**config.mk**
```make
export PLATFORM = sky130hd
export DESIGN_NAME = analog_keypad_window_vote
export DESIGN_NICKNAME = d
export VERILOG_FILES = /design/src/akwv_pkg.sv /design/src/akwv_classify.sv /design/src/akwv_vote.sv /design/src/analog_keypad_window_vote.sv
export SDC_FILE = /design/constraint.sdc
export NUM_CORES = 1
export LEC_CHECK = 0
export ABC_AREA = 1
export BUFFER_PORTS_ARGS = -buffer_cell sky130_fd_sc_hd__buf_2
export CORE_AREA = 2 2 180 182
export DETAILED_ROUTE_END_ITERATION = 10
export DIE_AREA = 0 0 182 184
export HOLD_SLACK_MARGIN = 0.15
export SETUP_SLACK_MARGIN = 0.1
export SYNTH_ARGS = -nofsm -noshare
export SYNTH_HDL_FRONTEND = slang
export SYNTH_SLANG_ARGS = --single-unit
```
**constraint.sdc**
```tcl
create_clock -name clk -period 6.9 [get_ports clk]
set_clock_uncertainty 0.05 [all_clocks]
set_input_delay 0 -clock clk [delete_from_list [all_inputs] [get_ports clk]]
set_output_delay 0 -clock clk [all_outputs]
set_load 0.03 [all_outputs]
```
**src/akwv_pkg.sv**
```systemverilog
// ----------------------------------------------------------------------------
// akwv_pkg
// Key codes, payload structs, register indexes and ladder voltage windows.
// ----------------------------------------------------------------------------
package akwv_pkg;

	typedef enum logic [2:0] {
		BTN_NONE   = 3'd0,
		BTN_UP     = 3'd1,
		BTN_DOWN   = 3'd2,
		BTN_LEFT   = 3'd3,
		BTN_RIGHT  = 3'd4,
		BTN_MIDDLE = 3'd5
	} key_t;

	localparam int unsigned NUM_BUTTONS   = 6;
	localparam int unsigned SAMPLE_WIDTH  = 12;
	localparam int unsigned ELAPSED_WIDTH = 16;
	localparam int unsigned CFG_WIDTH     = 16;

	typedef enum logic {
		REG_LAYOUT_SELECT = 1'b0,
		REG_WINDOW_MS     = 1'b1
	} reg_index_t;

	localparam logic [ELAPSED_WIDTH-1:0] WINDOW_MS_RESET = 16'd10;

	typedef struct packed {
		logic [SAMPLE_WIDTH-1:0] adc_sample;
		logic                    ms_tick;
	} sample_t;

	typedef struct packed {
		logic event_valid;
		key_t event_key;
		key_t current_key;
	} result_t;

	typedef struct packed {
		logic match;
		key_t key;
	} class_t;

	// ladder windows, bounds exclusive
	localparam logic [SAMPLE_WIDTH-1:0] DEF_NONE_LO   = 12'd4000;
	localparam logic [SAMPLE_WIDTH-1:0] ALT_NONE_LO   = 12'd3900;
	localparam logic [SAMPLE_WIDTH-1:0] WIN_A_LO      = 12'd2300;
	localparam logic [SAMPLE_WIDTH-1:0] WIN_A_HI      = 12'd2500;
	localparam logic [SAMPLE_WIDTH-1:0] WIN_LOW_HI    = 12'd300;
	localparam logic [SAMPLE_WIDTH-1:0] WIN_B_LO      = 12'd2600;
	localparam logic [SAMPLE_WIDTH-1:0] WIN_B_HI      = 12'd3000;
	localparam logic [SAMPLE_WIDTH-1:0] DEF_C_LO      = 12'd1000;
	localparam logic [SAMPLE_WIDTH-1:0] DEF_C_HI      = 12'd1600;
	localparam logic [SAMPLE_WIDTH-1:0] ALT_C_LO      = 12'd1200;
	localparam logic [SAMPLE_WIDTH-1:0] ALT_C_HI      = 12'd1700;
	localparam logic [SAMPLE_WIDTH-1:0] WIN_MID_LO    = 12'd3200;
	localparam logic [SAMPLE_WIDTH-1:0] WIN_MID_HI    = 12'd3400;

endpackage

```
**src/akwv_classify.sv**
```systemverilog
// ----------------------------------------------------------------------------
// akwv_classify
// Maps one ladder sample to a key through the window table of the layout.
// ----------------------------------------------------------------------------
module akwv_classify (
	input  logic [akwv_pkg::SAMPLE_WIDTH-1:0] adc_sample,
	input  logic                              layout_select,
	output akwv_pkg::class_t                  cls
);

	logic [akwv_pkg::SAMPLE_WIDTH-1:0] none_lo;
	logic [akwv_pkg::SAMPLE_WIDTH-1:0] c_lo;
	logic [akwv_pkg::SAMPLE_WIDTH-1:0] c_hi;
	logic in_none;
	logic in_a;
	logic in_low;
	logic in_b;
	logic in_c;
	logic in_mid;

	assign none_lo = layout_select ? akwv_pkg::ALT_NONE_LO : akwv_pkg::DEF_NONE_LO;
	assign c_lo    = layout_select ? akwv_pkg::ALT_C_LO : akwv_pkg::DEF_C_LO;
	assign c_hi    = layout_select ? akwv_pkg::ALT_C_HI : akwv_pkg::DEF_C_HI;

	assign in_none = adc_sample > none_lo;
	assign in_a    = (adc_sample > akwv_pkg::WIN_A_LO) && (adc_sample < akwv_pkg::WIN_A_HI);
	assign in_low  = adc_sample < akwv_pkg::WIN_LOW_HI;
	assign in_b    = (adc_sample > akwv_pkg::WIN_B_LO) && (adc_sample < akwv_pkg::WIN_B_HI);
	assign in_c    = (adc_sample > c_lo) && (adc_sample < c_hi);
	assign in_mid  = (adc_sample > akwv_pkg::WIN_MID_LO) && (adc_sample < akwv_pkg::WIN_MID_HI);

	always_comb begin
		cls.match = 1'b1;
		cls.key   = akwv_pkg::BTN_NONE;
		priority if (in_none) begin
			cls.key = akwv_pkg::BTN_NONE;
		end else if (in_a) begin
			cls.key = layout_select ? akwv_pkg::BTN_RIGHT : akwv_pkg::BTN_LEFT;
		end else if (in_low) begin
			cls.key = layout_select ? akwv_pkg::BTN_LEFT : akwv_pkg::BTN_RIGHT;
		end else if (in_b) begin
			cls.key = layout_select ? akwv_pkg::BTN_UP : akwv_pkg::BTN_DOWN;
		end else if (in_c) begin
			cls.key = layout_select ? akwv_pkg::BTN_DOWN : akwv_pkg::BTN_UP;
		end else if (in_mid) begin
			cls.key = akwv_pkg::BTN_MIDDLE;
		end else begin
			cls.match = 1'b0;
		end
	end

endmodule

```
**src/akwv_vote.sv**
```systemverilog
// ----------------------------------------------------------------------------
// akwv_vote
// Held key, per-key saturating counters, millisecond timer and window vote.
// ----------------------------------------------------------------------------
module akwv_vote #(
	parameter int unsigned COUNT_WIDTH = 16
) (
	input  logic                               clk,
	input  logic                               arst_n,
	input  logic                               step,
	input  akwv_pkg::class_t                   cls,
	input  logic                               ms_tick,
	input  logic [akwv_pkg::ELAPSED_WIDTH-1:0] window_ms,
	output akwv_pkg::result_t                  result
);

	akwv_pkg::key_t                     held_q;
	akwv_pkg::key_t                     held_nx;
	logic [COUNT_WIDTH-1:0]             counts_q   [akwv_pkg::NUM_BUTTONS];
	logic [COUNT_WIDTH-1:0]             counts_inc [akwv_pkg::NUM_BUTTONS];
	logic [akwv_pkg::ELAPSED_WIDTH-1:0] elapsed_q;
	logic [akwv_pkg::ELAPSED_WIDTH-1:0] elapsed_inc;
	logic                               close;
	akwv_pkg::key_t                     w01, w23, w45, w03, winner;
	logic [COUNT_WIDTH-1:0]             c01, c23, c45, c03;

	assign held_nx = cls.match ? cls.key : held_q;

	always_comb begin
		for (int i = 0; i < akwv_pkg::NUM_BUTTONS; i++) begin
			counts_inc[i] = counts_q[i];
			if ((held_nx == akwv_pkg::key_t'(3'(i))) && (counts_q[i] != '1)) begin
				counts_inc[i] = counts_q[i] + COUNT_WIDTH'(1);
			end
		end
	end

	assign elapsed_inc = (ms_tick && (elapsed_q != '1))
		? elapsed_q + akwv_pkg::ELAPSED_WIDTH'(1) : elapsed_q;
	assign close = elapsed_inc > window_ms;

	// max tree, lower code wins ties
	always_comb begin
		w01 = (counts_inc[1] > counts_inc[0]) ? akwv_pkg::BTN_UP : akwv_pkg::BTN_NONE;
		c01 = (counts_inc[1] > counts_inc[0]) ? counts_inc[1] : counts_inc[0];
		w23 = (counts_inc[3] > counts_inc[2]) ? akwv_pkg::BTN_LEFT : akwv_pkg::BTN_DOWN;
		c23 = (counts_inc[3] > counts_inc[2]) ? counts_inc[3] : counts_inc[2];
		w45 = (counts_inc[5] > counts_inc[4]) ? akwv_pkg::BTN_MIDDLE : akwv_pkg::BTN_RIGHT;
		c45 = (counts_inc[5] > counts_inc[4]) ? counts_inc[5] : counts_inc[4];
		w03 = (c23 > c01) ? w23 : w01;
		c03 = (c23 > c01) ? c23 : c01;
		winner = (c45 > c03) ? w45 : w03;
	end

	always_comb begin
		result.event_valid = close && (winner != akwv_pkg::BTN_NONE);
		result.event_key   = result.event_valid ? winner : akwv_pkg::BTN_NONE;
		result.current_key = held_nx;
	end

	always_ff @(posedge clk or negedge arst_n) begin
		if (!arst_n) begin
			held_q    <= akwv_pkg::BTN_NONE;
			elapsed_q <= '0;
			for (int i = 0; i < akwv_pkg::NUM_BUTTONS; i++) begin
				counts_q[i] <= '0;
			end
		end else if (step) begin
			held_q <= held_nx;
			if (close) begin
				elapsed_q <= '0;
				for (int i = 0; i < akwv_pkg::NUM_BUTTONS; i++) begin
					counts_q[i] <= '0;
				end
			end else begin
				elapsed_q <= elapsed_inc;
				for (int i = 0; i < akwv_pkg::NUM_BUTTONS; i++) begin
					counts_q[i] <= counts_inc[i];
				end
			end
		end
	end

endmodule

```
**src/analog_keypad_window_vote.sv**
```systemverilog
// ----------------------------------------------------------------------------
// analog_keypad_window_vote
// A sample transfer lands in the input register, then its result lands in
// the result register once the output is free or taken. One sample per cycle
// unless result_ready stalls; set by the classify/count/max-tree vote path.
// Reset clears held key, counters, timer and both stage valid flags;
// layout_select is 0 and window_ms is 10.
// ----------------------------------------------------------------------------
module analog_keypad_window_vote #(
	parameter int unsigned COUNT_WIDTH = 16
) (
	input  logic                           clk,
	input  logic                           arst_n,
	input  logic                           cfg_we,
	input  logic                           cfg_index,
	input  logic [akwv_pkg::CFG_WIDTH-1:0] cfg_data,
	input  logic                           sample_valid,
	output logic                           sample_ready,
	input  akwv_pkg::sample_t              sample,
	output logic                           result_valid,
	input  logic                           result_ready,
	output akwv_pkg::result_t              result
);

	logic                               layout_q;
	logic [akwv_pkg::ELAPSED_WIDTH-1:0] window_q;
	logic                               valid_s1;
	akwv_pkg::sample_t                  sample_s1;
	logic                               advance;
	akwv_pkg::class_t                   cls;
	akwv_pkg::result_t                  result_nx;
	logic                               out_valid_q;
	akwv_pkg::result_t                  out_q;

	always_ff @(posedge clk or negedge arst_n) begin
		if (!arst_n) begin
			layout_q <= 1'b0;
			window_q <= akwv_pkg::WINDOW_MS_RESET;
		end else if (cfg_we) begin
			unique case (akwv_pkg::reg_index_t'(cfg_index))
				akwv_pkg::REG_LAYOUT_SELECT: layout_q <= cfg_data[0];
				akwv_pkg::REG_WINDOW_MS:     window_q <= cfg_data[akwv_pkg::ELAPSED_WIDTH-1:0];
				default: ;
			endcase
		end
	end

	assign advance      = valid_s1 && (!out_valid_q || result_ready);
	assign sample_ready = !valid_s1 || advance;

	always_ff @(posedge clk or negedge arst_n) begin
		if (!arst_n) begin
			valid_s1 <= 1'b0;
		end else if (sample_ready) begin
			valid_s1 <= sample_valid;
		end
	end

	always_ff @(posedge clk) begin
		if (sample_ready && sample_valid) begin
			sample_s1 <= sample;
		end
	end

	akwv_classify u_classify (
		.adc_sample    (sample_s1.adc_sample),
		.layout_select (layout_q),
		.cls           (cls)
	);

	akwv_vote #(
		.COUNT_WIDTH (COUNT_WIDTH)
	) u_vote (
		.clk       (clk),
		.arst_n    (arst_n),
		.step      (advance),
		.cls       (cls),
		.ms_tick   (sample_s1.ms_tick),
		.window_ms (window_q),
		.result    (result_nx)
	);

	always_ff @(posedge clk or negedge arst_n) begin
		if (!arst_n) begin
			out_valid_q <= 1'b0;
		end else if (advance) begin
			out_valid_q <= 1'b1;
		end else if (result_ready) begin
			out_valid_q <= 1'b0;
		end
	end

	always_ff @(posedge clk) begin
		if (advance) begin
			out_q <= result_nx;
		end
	end

	assign result_valid = out_valid_q;
	assign result       = out_q;

endmodule
```
==> results of run 1 <==
## through the flow
stage | setup slack, ns | instances | cell area [µm²] | TNS [ns]
after floorplan | 0.121 | 1630 | 12200 | 0
after global placement | -0.380 | 2231 | 14200 | -1.41
after detailed placement | -0.456 | 2231 | 14200 | -1.67
after CTS | -0.0629 | 2369 | 16400 | -0.152
after global routing | -0.767 | 2395 | 17200 | -2.90
final | -0.389 | 2395 | 17200 | -1.40
## cell type report
cell class | instances | area [µm²]
repair buffers | 371 | 2930
multi-input cells | 1159 | 8120
inverters | 277 | 1050
fillers | 2860 | 14200
well taps | 402 | 503
clock inverters | 14 | 174
clock buffers | 18 | 429
flip-flops and latches | 154 | 3960
## worst min-delay path by stage
stage / endpoint / slack [ns] / depth (start not counted)
after detailed placement: u_vote.counts_q[0] / 0.10 / 1
after global placement: u_vote.counts_q[1] / 0.09 / 1
after global routing: sample_s1[2] / 0.22 / 2
after CTS: u_vote.counts_q[8] / 0.18 / 2
after floorplan: layout_q / -0.35 / 0
final: u_vote.counts_q[0] / 0.16 / 2
## metal layers
| layer | global-route usage (%) | wire length [µm] |
|---|---|---|
| met1 | 28.1 | 16900 |
| met2 | 41.0 | 19300 |
| met5 | 0 | 0 |
| met4 | 5.45 | 725 |
| met3 | 3.31 | 1370 |
## state kept, by name, indices dropped and copies added, names as in the netlist
name              cells
u_vote.counts_q      96
u_vote.elapsed_q     16
window_q             16
sample_s1            13
result                7
u_vote.held_q         3
layout_q              1
result_valid          1
valid_s1              1
## kinds of logic (layout without fill, tap and decap cells)
group,after synthesis,count (layout),share of synthesized area [%]
adder cells (fa/ha/maj),110,110,11.3
flip-flops,154,154,32.6
XOR/XNOR,98,98,7.07
AO/OA/AOI/OAI,249,249,12.2
AND/OR/NAND/NOR,699,702,26.6
buffers and inverters,320,680,10.2
## placed cells by master (no fill, tap or decap), types with 16 or more instances in the layout
| cell | count |
|---|---|
| a21oi_1 | 49 |
| buf_2 | 42 |
| buf_4 | 269 |
| buf_6 | 16 |
| clkbuf_16 | 17 |
| dfrtp_1 | 131 |
| dlygate4sd3_1 | 36 |
| edfxtp_1 | 20 |
| ha_1 | 83 |
| ha_4 | 27 |
| inv_1 | 244 |
| inv_2 | 28 |
| nand2_1 | 268 |
| nand2_2 | 40 |
| nand3_1 | 105 |
| nand3_2 | 27 |
| nand4_1 | 26 |
| nor2_1 | 99 |
| nor3_1 | 40 |
| o21ai_0 | 59 |
| o22ai_1 | 81 |
| xor2_1 | 79 |
## repair_timing
item | in CTS | in global routing
hold buffers | 36 | 0
setup endpoints to repair | 4 | 4
buffers inserted | 66 | 25
cloned | 5 | 1
pin swaps | 48 | 60
hold endpoints to repair | 129 | 0
gates resized for setup | 129 | 111
==> results.txt, run 1 <==
die width - 182 µm
CP bufs+invs - 7
Main synth FF type - dfrtp_1
min Tclk post-route - 7.29 ns
failing checks - negative setup slack
Post-Route Utilization - 54.7%
syn_nets - 1775
Post-synth EDFFs - 20
CTS Buf Count - 17
unrepaired setup endpoints after global routing - yes
Synth area leaders - dfrtp_1, ha_1, nand2_1
Max Clk Rate - 0.137 GHz
synthesized cell area - 12100 µm²
via count - 12300
Skew-Pair Late Insertion Delay - 0.46 ns
Post-Synthesis Cells - 1630
Levels on crit path - 48
row count - 65
share of flip-flops with an asynchronous set or reset - 87.0%
Worst Path Max Fanout - 6
largest area contributor in the netlist - dfrtp_1
CTS tree - done
YS warnings - 0
cell family with most CP delay - simple AND/OR/NAND/NOR gates
final hold violation count - 0
io pins - 44
status - finished with violations
Max stage delay on crit path - 0.47 ns
Tightest Pin Transition - 1.16 ns
Tot GR Track Use - 22.6%
top-area cell type share of the netlist area - 27.2%
DR vias/cell - 5.14
drc violations - 0
first-pass GRT wire length - 60500 µm
Core Region - 31400 µm²
layout cell share with drive strength beyond 1 - 31.3%
port bufs - 43
wire per inst - 16.0 µm
area delta synth->final - 41.4%
antenna-violating nets left - 0
CP endpoint kind - register
WP data required - 7.07 ns
Iteration-0 DRC Markers - 761
DP HPWL - 26300 µm
total wire length - 38300 µm
worst setup path start - layout_q
clock-pin transition on the worst setup and hold timing paths - 0.08 ns
Root Buffer - clkbuf_16
HP Class - in -> async
Post-synth top cells - nand2_1, inv_1, nand3_1
r2r setup slk - -0.39 ns
synthesis-stage register bit count - 154
Critical path destination - result[3]
vias in the first global route - 12200
Max Slew Vio Count - 0
Crit-path slowest cell - dfrtp_2
initial antenna violation count - 0
Nets - 2125
end of the worst register-to-register path - result[3]
fin worst setup slack - -0.389 ns
Seq/Total Area, Yosys - 32.6%
largest net degree at the start of global routing - 98
Mapped Avg Cell Area - 7.45 µm²
critical path class - reg -> reg
Placer Congestion - 0.901
Initial Util - 38.7%
critical path launch point type - register
final hold slack - 0.164 ns
grt ovf - 0
Worst R2R Path Depth - 48
First-pass DRT Iterations - 5
most numerous cell in the Yosys netlist - nand2_1
CTS Buffer Depth - 2
Worst Path Arrival - 7.46 ns
max_slew headroom - 22.8%
n_diodes - 0
clk sinks - 154
Worst R2R Start - layout_q
Setup-failing EPs final - 4
post-synth cell types - 49
Final period util - 106%
H-tree lvl count - 4
max_cap viols - 0
die height - 184 µm
Die Area - 33500 µm²
Power of run 1 is not shown: default switching activity piles up to over one toggle a cycle in this logic, so the estimate is an artifact.
==> run 2: changes to the inputs <==
--- a/config.mk
+++ b/config.mk
@@ -7,10 +7,14 @@
 export LEC_CHECK = 0
 export ABC_AREA = 1
 export BUFFER_PORTS_ARGS = -buffer_cell sky130_fd_sc_hd__buf_2
+export CELL_PAD_IN_SITES_DETAIL_PLACEMENT = 0
+export CELL_PAD_IN_SITES_GLOBAL_PLACEMENT = 1
 export CORE_AREA = 2 2 180 182
 export DETAILED_ROUTE_END_ITERATION = 10
 export DIE_AREA = 0 0 182 184
 export HOLD_SLACK_MARGIN = 0.15
+export MAX_ROUTING_LAYER = met4
+export PLACE_DENSITY_LB_ADDON = 0.1
 export SETUP_SLACK_MARGIN = 0.1
 export SYNTH_ARGS = -nofsm -noshare
 export SYNTH_HDL_FRONTEND = slang
==> run 2 against run 1 <==
Via count shrank 3.5%. Non-clock buffer count fell by 24. The run still ends with negative setup slack left. Count of clock-buffer cells in the layout is 2 higher.
==> results.txt, run 2 (synthesis gave the netlist of run 1 again) <==
status - finished with violations
failing checks - negative setup slack
Biggest register - u_vote.counts_q
layout cell share with drive strength beyond 1 - 28.6% (-2.7 points)
Tot GR Track Use - 24.5% (+1.9 points)
max reg flops - 96 (unchanged)
die width - 182 µm (unchanged)
commonest non-fill, non-tap cells in the layout - nand2_1, inv_1, buf_4
setup TNS - -1.22 ns (+0.178 ns)
fin worst setup slack - -0.343 ns (+0.0457 ns)
port bufs - 43 (unchanged)
drc violations - 0 (unchanged)
Max Slew Vio Count - 0 (unchanged)
HP Start - sample[2]
Initial Util - 38.7% (unchanged)
final hold violation count - 0 (unchanged)
CP endpoint kind - register
area delta synth->final - 37.6%
Max Clk Rate - 0.138 GHz (+0.63%)
DP HPWL - 28800 µm (+9.4%)
Placer Congestion - 0.870 (-3.5%)
unrepaired setup endpoints after global routing - yes
Die Area - 33500 µm² (unchanged)
Crit-path slowest cell - dfrtp_2
Skew-Pair Late Insertion Delay - 0.45 ns (about the same)
max_cap viols - 0 (unchanged)
Root Buffer - clkbuf_16
worst setup path start - layout_q
io pins - 44 (unchanged)
critical path launch point type - register
max_slew headroom - 35.3% (+13 points)
CTS Buf Count - 17 (unchanged)
commonest non-fill, non-tap cell in the layout - nand2_1
placed cell areas - 14300 µm² (+0.53%)
Worst Path Arrival - 7.40 ns (-0.06 ns)
Iteration-0 DRC Markers - 577 (-24%)
DR vias/cell - 5.01 (-2.5%)
CTS tree - done
Final period util - 105% (-0.66 points)
min Tclk post-route - 7.24 ns (-0.0457 ns)
vias in the first global route - 11900 (-2.5%)
total wire length - 39100 µm (+2.0%)
WP data required - 7.06 ns (about the same)
final hold slack - 0.217 ns (+0.0535 ns)
H-tree lvl count - 4 (unchanged)
die height - 184 µm (unchanged)
Core Region - 31400 µm² (unchanged)
largest net degree at the start of global routing - 70 (-29%)
Setup-failing EPs final - 4 (unchanged)
First-pass DRT Iterations - 5 (unchanged)
Tightest Pin Transition - 0.968 ns (-0.190 ns)
n_diodes - 0 (unchanged)
row count - 65 (unchanged)
Worst R2R Path Depth - 47 (-2.1%)
first-pass GRT wire length - 62400 µm (+3.2%)
Post-Route Utilization - 53.2% (-1.5 points)
final instance area - 16700 µm² (-2.7%)
wire per inst - 16.5 µm (+3.1%)
antenna-violating nets left - 0 (unchanged)
clk sinks - 154 (unchanged)
WHS Path Cells - 2
Max stage delay on crit path - 0.44 ns (-0.03 ns)
largest registers - u_vote.counts_q (96), u_vote.elapsed_q (16), window_q (16)
HP Class - in -> reg
critical path class - reg -> reg
initial antenna violation count - 0 (unchanged)
Worst R2R Start - layout_q
fillers - 3044 (+6.4%)
Nets - 2099 (-1.2%)
via count - 11900 (-3.5%)
Worst Path Max Fanout - 6 (unchanged)
CTS Buffer Depth - 2 (unchanged)
clock-pin transition on the worst setup and hold timing paths - 0.07 ns (about the same)
grt ovf - 0 (unchanged)
## run 2: cell type report
| type | instances | area [µm²] | share of cell area [%] |
|---|---|---|---|
| inverters | 277 | 1060 | 6.33 |
| well taps | 402 | 503 | 3.01 |
| multi-input cells | 1157 | 7860 | 47.1 |
| clock buffers | 20 | 489 | 2.93 |
| flip-flops and latches | 154 | 3960 | 23.7 |
| clock inverters | 12 | 110 | 0.659 |
| repair buffers | 347 | 2720 | 16.3 |
## run 2: critical path: cells and delay by family, from the launching register on
kind / cells / cell delay, ns
AOI/OAI and AO/OA: 6 / 0.91
adders and majority gates: 4 / 1.11
and+or+nand+nor: 29 / 3.57
xor gates and xnor gates: 1 / 0.18
buffers and inverters: 7 / 0.70
DFF: 1 / 0.44
## run 2: metal layers
| layer | track usage [%] | share of wire [%] |
|---|---|---|
| met1 | 32.2 | 48 |
| met2 | 40.2 | 47 |
| met3 | 3.17 | 2.7 |
| met4 | 5.61 | 1.9 |
| met5 | - | 0 |
## run 2: timing repair
item / in CTS / in global routing
endpoints found under the setup margin: 4 / 4
hold endpoints to repair: 106 / 0
hold buffers: 38 / 0
pin swaps: 41 / 88
setup buffers: 32 / 25
cloned: 4 / 0
gates resized for setup: 93 / 93
## run 2: per-stage QoR
| step | setup WS, ns | cells |
|---|---|---|
| 2_1_floorplan | 0.121 | 1630 |
| 3_3_place_gp | -0.549 | 2241 |
| 3_5_place_dp | -0.639 | 2241 |
| 4_1_cts | -0.255 | 2346 |
| 5_1_grt | -0.826 | 2369 |
| 6_report | -0.343 | 2369 |
## run 2: final timing paths
kind	slack, ns	endpoint
min	0.22	sample_s1[2]
max reg2reg	-0.34	result[3]
max	-0.34	result[3]
min in group asynchronous	0.62	window_q[0]
max in group asynchronous	4.85	result_valid
min reg2reg	0.46	window_q[1]
Power of run 2 is left out for the same reason.
